--- config.mk ---
export PLATFORM = sky130hd
export DESIGN_NAME = tcb_cursor_alu
export DESIGN_NICKNAME = d
export VERILOG_FILES = /design/src/rtl/core/tcb_pkg.sv /design/src/rtl/core/tcb_cursor_alu.sv
export SDC_FILE = /design/constraint.sdc
export NUM_CORES = 1
export LEC_CHECK = 0
export ABC_AREA = 1
export BUFFER_PORTS_ARGS = -buffer_cell sky130_fd_sc_hd__buf_2
export CELL_PAD_IN_SITES_DETAIL_PLACEMENT = 0
export CELL_PAD_IN_SITES_GLOBAL_PLACEMENT = 1
export CORE_MARGIN = 2
export CORE_UTILIZATION = 37
export DETAILED_ROUTE_END_ITERATION = 12
export PLACE_DENSITY = 0.91
export SLEW_MARGIN = 30
export SYNTH_ARGS = -nofsm -noshare
export SYNTH_HDL_FRONTEND = slang
export SYNTH_SLANG_ARGS = --single-unit
--- constraint.sdc ---
create_clock -name vclk -period 3.25
set_input_delay 0.4875 -clock vclk [all_inputs]
set_output_delay 0.4875 -clock vclk [all_outputs]
set_load 0.05 [all_outputs]
--- src/rtl/core/tcb_pkg.sv ---
// Shared types and constants for the text cell buffer core.
// Holds character and key codes, the cursor unit opcodes and the sequencer states.
// No dependencies.
`default_nettype none

package tcb_pkg;

    // Default sizing, handed to the top level parameters.
    localparam int MAX_COLS_DEFAULT = 128;
    localparam int MAX_ROWS_DEFAULT = 64;
    localparam int TAB_STOP_DEFAULT = 8;

    // Grid size after reset, before any clamping to the maximum grid.
    localparam int COLS_RESET_DEFAULT = 80;
    localparam int ROWS_RESET_DEFAULT = 25;

    localparam int CHAR_W = 16;

    // Cell address width at the default grid size, used as the RAM default.
    localparam int CELL_AW_DEFAULT =
        $clog2(MAX_COLS_DEFAULT) + $clog2(MAX_ROWS_DEFAULT);

    // Item function codes.
    localparam logic [1:0] FUNC_NAV  = 2'd0;
    localparam logic [1:0] FUNC_CHAR = 2'd1;
    localparam logic [1:0] FUNC_READ = 2'd2;

    // Configuration register indexes.
    localparam logic [1:0] REG_COLUMNS_IN_USE = 2'd0;
    localparam logic [1:0] REG_ROWS_IN_USE    = 2'd1;

    // Control characters.
    localparam logic [CHAR_W-1:0] CH_BS    = 16'h0008;
    localparam logic [CHAR_W-1:0] CH_TAB   = 16'h0009;
    localparam logic [CHAR_W-1:0] CH_LF    = 16'h000A;
    localparam logic [CHAR_W-1:0] CH_CR    = 16'h000D;
    localparam logic [CHAR_W-1:0] CH_ESC   = 16'h001B;
    localparam logic [CHAR_W-1:0] CH_SPACE = 16'h0020;

    // Navigation key codes.
    localparam logic [CHAR_W-1:0] KEY_PGUP  = 16'h0021;
    localparam logic [CHAR_W-1:0] KEY_PGDN  = 16'h0022;
    localparam logic [CHAR_W-1:0] KEY_END   = 16'h0023;
    localparam logic [CHAR_W-1:0] KEY_HOME  = 16'h0024;
    localparam logic [CHAR_W-1:0] KEY_LEFT  = 16'h0025;
    localparam logic [CHAR_W-1:0] KEY_UP    = 16'h0026;
    localparam logic [CHAR_W-1:0] KEY_RIGHT = 16'h0027;
    localparam logic [CHAR_W-1:0] KEY_DOWN  = 16'h0028;
    localparam logic [CHAR_W-1:0] KEY_DEL   = 16'h002E;

    typedef enum logic [3:0] {
        ALU_HOLD,
        ALU_HOME,
        ALU_END,
        ALU_PGUP,
        ALU_PGDN,
        ALU_LEFT,
        ALU_RIGHT,
        ALU_UP,
        ALU_DOWN,
        ALU_ADVANCE,
        ALU_NEWLINE,
        ALU_RETURN
    } alu_op_t;

    typedef struct packed {
        logic at_last_col;
        logic tab_aligned;
    } alu_flags_t;

    typedef enum logic [2:0] {
        S_CLEAR,
        S_IDLE,
        S_EXEC,
        S_PUT,
        S_DEL_RD,
        S_DEL_WR,
        S_DEL_END,
        S_DONE
    } fsm_state_t;

endpackage

`default_nettype wire

--- src/rtl/core/tcb_cursor_alu.sv ---
// Shared cursor arithmetic: increments, decrements and compares against the grid size.
// Used by the sequencer for cursor moves and for walking a row. Depends on tcb_pkg.
`default_nettype none

module tcb_cursor_alu import tcb_pkg::*; #(
    parameter int MAX_COLS = MAX_COLS_DEFAULT,
    parameter int MAX_ROWS = MAX_ROWS_DEFAULT,
    parameter int TAB_STOP = TAB_STOP_DEFAULT
) (
    input  alu_op_t                         op,
    input  logic [$clog2(MAX_COLS)-1:0]     x_in,
    input  logic [$clog2(MAX_ROWS)-1:0]     y_in,
    input  logic [$clog2(MAX_COLS+1)-1:0]   cols,
    input  logic [$clog2(MAX_ROWS+1)-1:0]   rows,
    output logic [$clog2(MAX_COLS)-1:0]     x_out,
    output logic [$clog2(MAX_ROWS)-1:0]     y_out,
    output alu_flags_t                      flags
);

    localparam int CW  = $clog2(MAX_COLS);
    localparam int RW  = $clog2(MAX_ROWS);
    localparam int CNW = $clog2(MAX_COLS + 1);
    localparam int RNW = $clog2(MAX_ROWS + 1);
    localparam int NX  = 1 << CW;

    // Bit i is set when column i sits on a tab stop; built by counting, not dividing.
    function automatic logic [NX-1:0] tab_marks();
        logic [NX-1:0] m;
        int            ph;
        m  = '0;
        ph = 0;
        for (int i = 0; i < NX; i++) begin
            m[i] = (ph == 0);
            ph   = (ph + 1 == TAB_STOP) ? 0 : ph + 1;
        end
        return m;
    endfunction

    localparam logic [NX-1:0] TAB_MARKS = tab_marks();

    logic [CNW-1:0] x_inc;
    logic [RNW-1:0] y_inc;
    logic           last_col;
    logic           last_row;
    logic [RW-1:0]  y_wrap;

    assign x_inc    = CNW'(x_in) + CNW'(1);
    assign y_inc    = RNW'(y_in) + RNW'(1);
    assign last_col = (x_inc >= cols);
    assign last_row = (y_inc >= rows);
    assign y_wrap   = last_row ? '0 : RW'(y_inc);

    always_comb begin
        x_out = x_in;
        y_out = y_in;
        unique case (op)
            ALU_HOLD: begin
            end
            ALU_HOME: x_out = '0;
            ALU_END:  x_out = CW'(cols - CNW'(1));
            ALU_PGUP: y_out = '0;
            ALU_PGDN: y_out = RW'(rows - RNW'(1));
            ALU_LEFT: begin
                if (x_in != '0) x_out = x_in - CW'(1);
            end
            ALU_RIGHT: begin
                if (!last_col) x_out = CW'(x_inc);
            end
            ALU_UP: begin
                if (y_in != '0) y_out = y_in - RW'(1);
            end
            ALU_DOWN: begin
                if (!last_row) y_out = RW'(y_inc);
            end
            ALU_ADVANCE: begin
                if (last_col) begin
                    x_out = '0;
                    y_out = y_wrap;
                end else begin
                    x_out = CW'(x_inc);
                end
            end
            ALU_NEWLINE: y_out = y_wrap;
            ALU_RETURN: begin
                x_out = '0;
                y_out = y_wrap;
            end
            default: begin
            end
        endcase
    end

    assign flags.at_last_col = last_col;
    assign flags.tab_aligned = TAB_MARKS[x_out];

endmodule

`default_nettype wire
==> results of run 1 <==
[worst max-delay path by stage]
| stage | start | end | slack (ps) | cells after the start |
|---|---|---|---|---|
| detailed placement | x_in[0] | flags[0] | -290 | 23 |
| CTS | x_in[1] | flags[0] | -50 | 22 |
| global route | x_in[0] | flags[0] | -220 | 22 |
| finish | x_in[0] | flags[0] | -70 | 22 |
| global placement | x_in[0] | flags[0] | -250 | 23 |
| floorplan | x_in[3] | flags[0] | -30 | 22 |
[cell families after synthesis]
logic type      count (synthesis)  share of synthesized area (%)
buf+inv                        76                          17.31
simple gates                  198                          49.19
xor+xnor                       14                          6.868
compound gates                 30                          9.111
fa+ha+maj                      25                          17.52
[worst max-delay path: stages]
cell,delay [ps]
buf_12,90
ha_4,160
nand2_4,80
nor2_4,120
nand3_2,80
nand2_2,100
inv_2,50
ha_4,250
nand2_2,50
o21a_1,190
nand2_2,90
inv_4,40
ha_4,250
inv_2,20
nand2_1,50
nand2_1,60
a21oi_2,100
nand2_1,80
nor2_2,110
nand3_2,90
nor2_4,110
buf_6,160
[power by group]
group          switching, W  internal, W
clock network             0            0
registers                 0            0
logic              0.000272     0.000165
total              0.000272     0.000165
[per-stage QoR]
stage	hold slack (ps)	instance area [µm²]	total power, W	util, %
after floorplan	1253	1856	0.0002631	-
after global placement	1424	2328	0.0003797	49.63
after detailed placement	1417	2328	0.0003833	49.63
after CTS	1421	2425	0.0004035	51.68
after global routing	1442	2608	0.0004808	55.57
final	1423	2608	0.0004372	55.57
[cells in the mapped netlist]
cell type  number  share of area, %
o21ai_0         8               2.2
buf_6           2               1.3
nand2_2         2              0.70
nor2_2          2              0.70
nor3b_1         1              0.42
inv_2           3              0.63
a21oi_1        15               4.2
o221ai_1        1              0.49
nand3_2         3               1.7
xor2_1         12               5.9
o21a_1          1              0.42
ha_1           25                18
o21bai_1        1              0.42
o22ai_1         1              0.35
nand3b_1        2              0.84
buf_4           2              0.84
nand3_1        31               8.7
nor2_1         37               7.8
buf_2           1              0.28
nor3_1          8               2.2
o21ai_1         2              0.56
nand2_1        97                20
inv_1          68                14
xnor2_1         2              0.98
nor2_4          1              0.63
a21o_1          1              0.42
nand4_1        12               4.2
or2_2           1              0.35
nor3_2          1              0.56
[layer usage]
layer / track usage [%] / vias to the layer above / wire length [µm]
li1: - / 1233 / -
met1: 23.69 / 1020 / 2270
met2: 40.87 / 64 / 3099
met3: 0.2743 / 9 / 189
met4: 2.424 / 0 / 121
met5: 0 / - / 0
[area by class of cell]
class | count | area [µm²]
Multi-Input combinational cell | 267 | 1708
Fill cell | 468 | 2085
Inverter | 71 | 269.0
Timing Repair Buffer | 82 | 563.0
Tap cell | 54 | 67.56
[repair_timing]
action | CTS | global route
resized for setup | 22 | 36
pin swaps | 12 | 23
endpoints found under the setup margin | 3 | 11
setup buffers | 3 | 2
==> run summary, run 1 <==
For the pin with the worst max-slew slack, the measured transition is 414.4 ps. The total overflow left after global routing is 0. The total routed wirelength came out at 5680 µm. The final critical path time including I/O delays and setup came out at 3320 ps.

The launching element type of the critical path is an input port. Buffers inserted to repair hold after CTS numbered 0. For this run, the register share of the synthesized area comes to 0%. In this run, placement finished with an instance count of 469. The die outline height is 73.47 µm. The checks that failed: negative setup slack. The DRC marker count from the first detailed-route iteration is 88.

The area taken by flip-flops and latches came out at 0 µm². The number of hold violations in the final report is 0. The number of nets in the synthesized netlist is 400. Using the TritonRoute via totals, the vias-per-cell ratio works out to 4.907. The overall global routing resource usage came out at 20.14%. The effective utilization at floorplan is 38.05%. For this run, the number of Yosys warnings is 0.

The pin count of the biggest net entering global routing is 10. The die extent in x came out at 73.47 µm. The total I/O pin count is 47. The total number of placement rows came out at 25. Setup repair after global routing could not meet its margin everywhere. The number of max-capacitance violations reported is 0. The path class of the tightest hold or removal check is in -> out.

After detailed routing, the average wire length per cell comes to 11.98 µm. The library cells used most frequently in the layout, excluding fill and tap cells, are nand2_1, inv_1, buf_4, buf_2, nor2_1. The number of standard cells after synthesis came out at 343. The minimum setup slack after placement came out at -286.6 ps.

The first detailed-routing pass took 4 iterations. The antenna diode instance count is 0. The first-pass GRT wire length came out at 8866 µm. Setup violations remaining at the end of the flow were counted as 2. The mapped netlist covers 0.001785 mm². The placeable core region came out at 0.004692 mm².

The path with the worst hold slack has its endpoint at y_out[4]. The power per cell area came out at 167.7 mW/mm². Along the worst path, the maximum fanout reaches 5. Static timing analysis puts the maximum clock frequency at 301.2 MHz. After legalization and detailed placement, the total HPWL measured 4550 µm. The most common cell after layout, fill and taps aside is nand2_1. The number of antenna violations at the first check in global routing is 0. The number of nets with antenna violations after routing is 0. The count of unique library cells instantiated by Yosys is 29. The final setup TNS came out at -73.05 ps. The startpoint identified for the worst hold timing path is y_in[4]. The worst setup path is of the in -> out kind. Cells with a size suffix above 1 make up 32.38% of the layout. The relative slew slack came out at 72.16%. The critical path data required time is 2760 ps. The synthesized area per cell came out at 5.205 µm². The count of clock buffers in the final design is 0.

STA puts the critical path data arrival time at 2830 ps. The signed area change from the synthesized netlist to the final layout came out at 46.04%. The number of sequential storage elements is 0. The remaining routing DRC violations is 0.

The number of global-route vias before repair is 2085. The floorplan step defined a die boundary enclosing 0.005397 mm². After layout, the worst path uses 102.2% of the clock period. STA classifies the critical path endpoint as a primary output.

The routed via count is 2326. The flow ran to the end, but the final reports show violations. The reported leakage power is 1.464 nW. The maximum ir drop on the vdd rail is 105.1 µV. Routability-driven placement finished with a final weighted congestion of 0.9445.

After layout, the worst setup slack is -70.42 ps. During placement, the flow inserted port buffers numbering 47. The number of max-slew violations in the final report is 0. The instance count along the most critical hold path came out at 4. The non-filler instance count after layout is 474. The final-stage net count came out at 479.
(Power assumes the default switching activity.)
==> run 2: changes to the inputs <==
--- a/config.mk
+++ b/config.mk
@@ -13,6 +13,7 @@
 export CORE_UTILIZATION = 37
 export DETAILED_ROUTE_END_ITERATION = 12
 export PLACE_DENSITY = 0.91
+export RECOVER_POWER = 50
 export SLEW_MARGIN = 30
 export SYNTH_ARGS = -nofsm -noshare
 export SYNTH_HDL_FRONTEND = slang
==> run 2 against run 1 <==
Against the previous run: the run still ends with negative setup slack left; core utilization about the same; cell count unchanged; routed wire length unchanged; fmax about the same; power about the same; critical path depth unchanged; final area about the same; hold slack unchanged; combinational power about the same; die area unchanged; critical path type unchanged.
==> run summary, run 2 (synthesis results as in run 1) <==
The library cell used most frequently in the layout, excluding fill and tap cells, is nand2_1. The total number of placement rows came out at 25. The total I/O pin count is 47. The congestion estimate from routability-driven global placement came to 0.9445. The reported leakage power came out at 1.460 nW.

The final cycle utilization of the critical path is 102.1%. The worst setup path is captured at a primary output. STA classifies the critical path startpoint as an input port.

In this run the power density over the cells is 167.6 mW/mm². After layout, the clock buffer instance count stands at 0. The maximum ir drop on the vdd rail is 105.1 µV.

The slew of the pin with the lowest slew margin is 590.9 ps. Across all setup checks in the final design, the least slack found is -68.73 ps. The total congestion overflow after global routing came out at 0. The number of max-slew violations in the final report came out at 0. The tightest min-delay check is of the in -> out type. The number of nets with antenna violations after routing is 0. The final reports fail on negative setup slack. The number of optimization iterations in the first detailed-route pass is 4. The number of sequential storage elements came out at 0. The overall global routing resource usage is 20.14%. Entering global routing, the biggest net connects 10 pins. Of the total power, registers draw 0%. The achievable clock frequency came out at 301.3 MHz. The run finished, with violations left. Leaving out fill and tap cells, the most frequent cells in the layout are nand2_1, inv_1, buf_4, buf_2, nor2_1. The signed area change from the synthesized netlist to the final layout is 45.97%.

The routed via count came out at 2326. The number of buffers inserted for hold repair after clock tree synthesis came out at 0. The per-cell via count in the routed design is 4.907. In the routed design, unresolved DRC markers number 0.

The cell total after placement came out at 469. Combinational cells account for 100.0% of the total power. The DRC marker count from the first detailed-route iteration came out at 88. The number of max-capacitance violations reported came out at 0. The number of I/O port buffers came out at 47. The classification of the worst setup path is in -> out. The number of antenna violations at the first check in global routing came out at 0. The number of hold violations in the final report came to 0. Along the worst path, the maximum fanout reaches 5. The first global-routing pass estimated 8866 µm of wire. The effective utilization at floorplan came out at 38.05%. The internal power of the cells came out at 0.0001650 W. The minimum setup slack after placement is -286.6 ps.

The final-stage net count is 479. The finished layout holds 474 standard cells, fillers aside. The endpoint arrival time on the critical path is 2830 ps. The relative slew slack came out at 60.77%. The mean routed wirelength per cell came out at 11.98 µm. The antenna diode instance count came out at 0. Of the total power, the share spent switching nets is 62.24%. Of the total power, the clock network draws 0%. The net switching power came out at 0.0002719 W.

The area taken by flip-flops and latches came out at 0 µm². The die covers 0.005397 mm². The number of global-route vias before repair was 2085. Setup repair after global routing could not meet its margin everywhere. After layout, the minimum clock period comes to 3319 ps. The critical path data required time came out at 2760 ps. The final count of negative-setup-slack endpoints is 2. The die outline height is 73.47 µm. Cells with a size suffix above 1 make up 32.14% of the layout. The total routed wirelength is 5680 µm. The sum of net half-perimeters after detailed placement is 4550 µm. The placeable core region is 0.004692 mm². The die is 73.47 µm wide.
==> run 2: changes by cell type in the layout (fill, tap and decap cells not counted) <==
cell	previous run	this run
clkbuf_1	0	1
buf_2	35	32
clkbuf_2	0	2
==> run 2: power groups by stage <==
stage          Sequential (W)  Combinational [W]  Clock, W
4_1_cts                     0           0.000403         0
6_report                    0           0.000437         0
5_1_grt                     0           0.000480         0
3_5_place_dp                0           0.000383         0
2_1_floorplan               0           0.000263         0
3_3_place_gp                0           0.000380         0
==> run 2: worst max-delay path, stage by stage <==
cell and delay, ps:
buf_12 90, ha_4 160, nand2_4 80, nor2_4 120, nand3_2 80, nand2_2 100
inv_2 50, ha_4 250, nand2_2 50, o21a_1 190, nand2_2 90, inv_4 40
ha_4 250, inv_2 20, nand2_1 50, nand2_1 60, a21oi_2 100, nand2_1 80
nor2_2 110, nand3_2 90, nor2_4 110, buf_6 160
==> run 2: layer usage <==
metal  vias to the layer above  GRT usage, %  share of wire (%)
met5                         -             0                  0
met2                        65         40.87                 55
met4                         0         2.424                2.1
met1                      1019         23.69                 40
met3                         9        0.2743                3.2
li1                       1233             -                  -
==> run 2: per-stage QoR <==
stage	area (µm²)	TNS (ps)	hold slack (ps)	utilization (%)	total power [W]
2_1_floorplan	1856	-29.52	1253	-	0.0002631
3_3_place_gp	2328	-382.7	1424	49.63	0.0003797
3_5_place_dp	2328	-445.8	1417	49.63	0.0003833
4_1_cts	2425	-49.43	1421	51.68	0.0004035
5_1_grt	2606	-660.9	1442	55.55	0.0004805
6_report	2606	-69.30	1423	55.55	0.0004368
==> run 2: final timing paths <==
check  startpoint       end  cells past startpoint
min       y_in[4]  y_out[4]                      4
max       x_in[0]  flags[0]                     22
==> run 2: timing repair <==
action                                  in CTS  in global routing
buffers inserted                             3                  2
pin swaps                                   12                 23
resized for setup                           22                 36
endpoints found under the setup margin       3                 11
gates cloned                                 0                  0
==> run 2: cell type report <==
| cell class | instances | area [µm²] |
|---|---|---|
| fillers | 469 | 2086 |
| inverters | 71 | 269.0 |
| multi-input cells | 267 | 1708 |
| well taps | 54 | 67.56 |
| repair buffers | 82 | 561.8 |
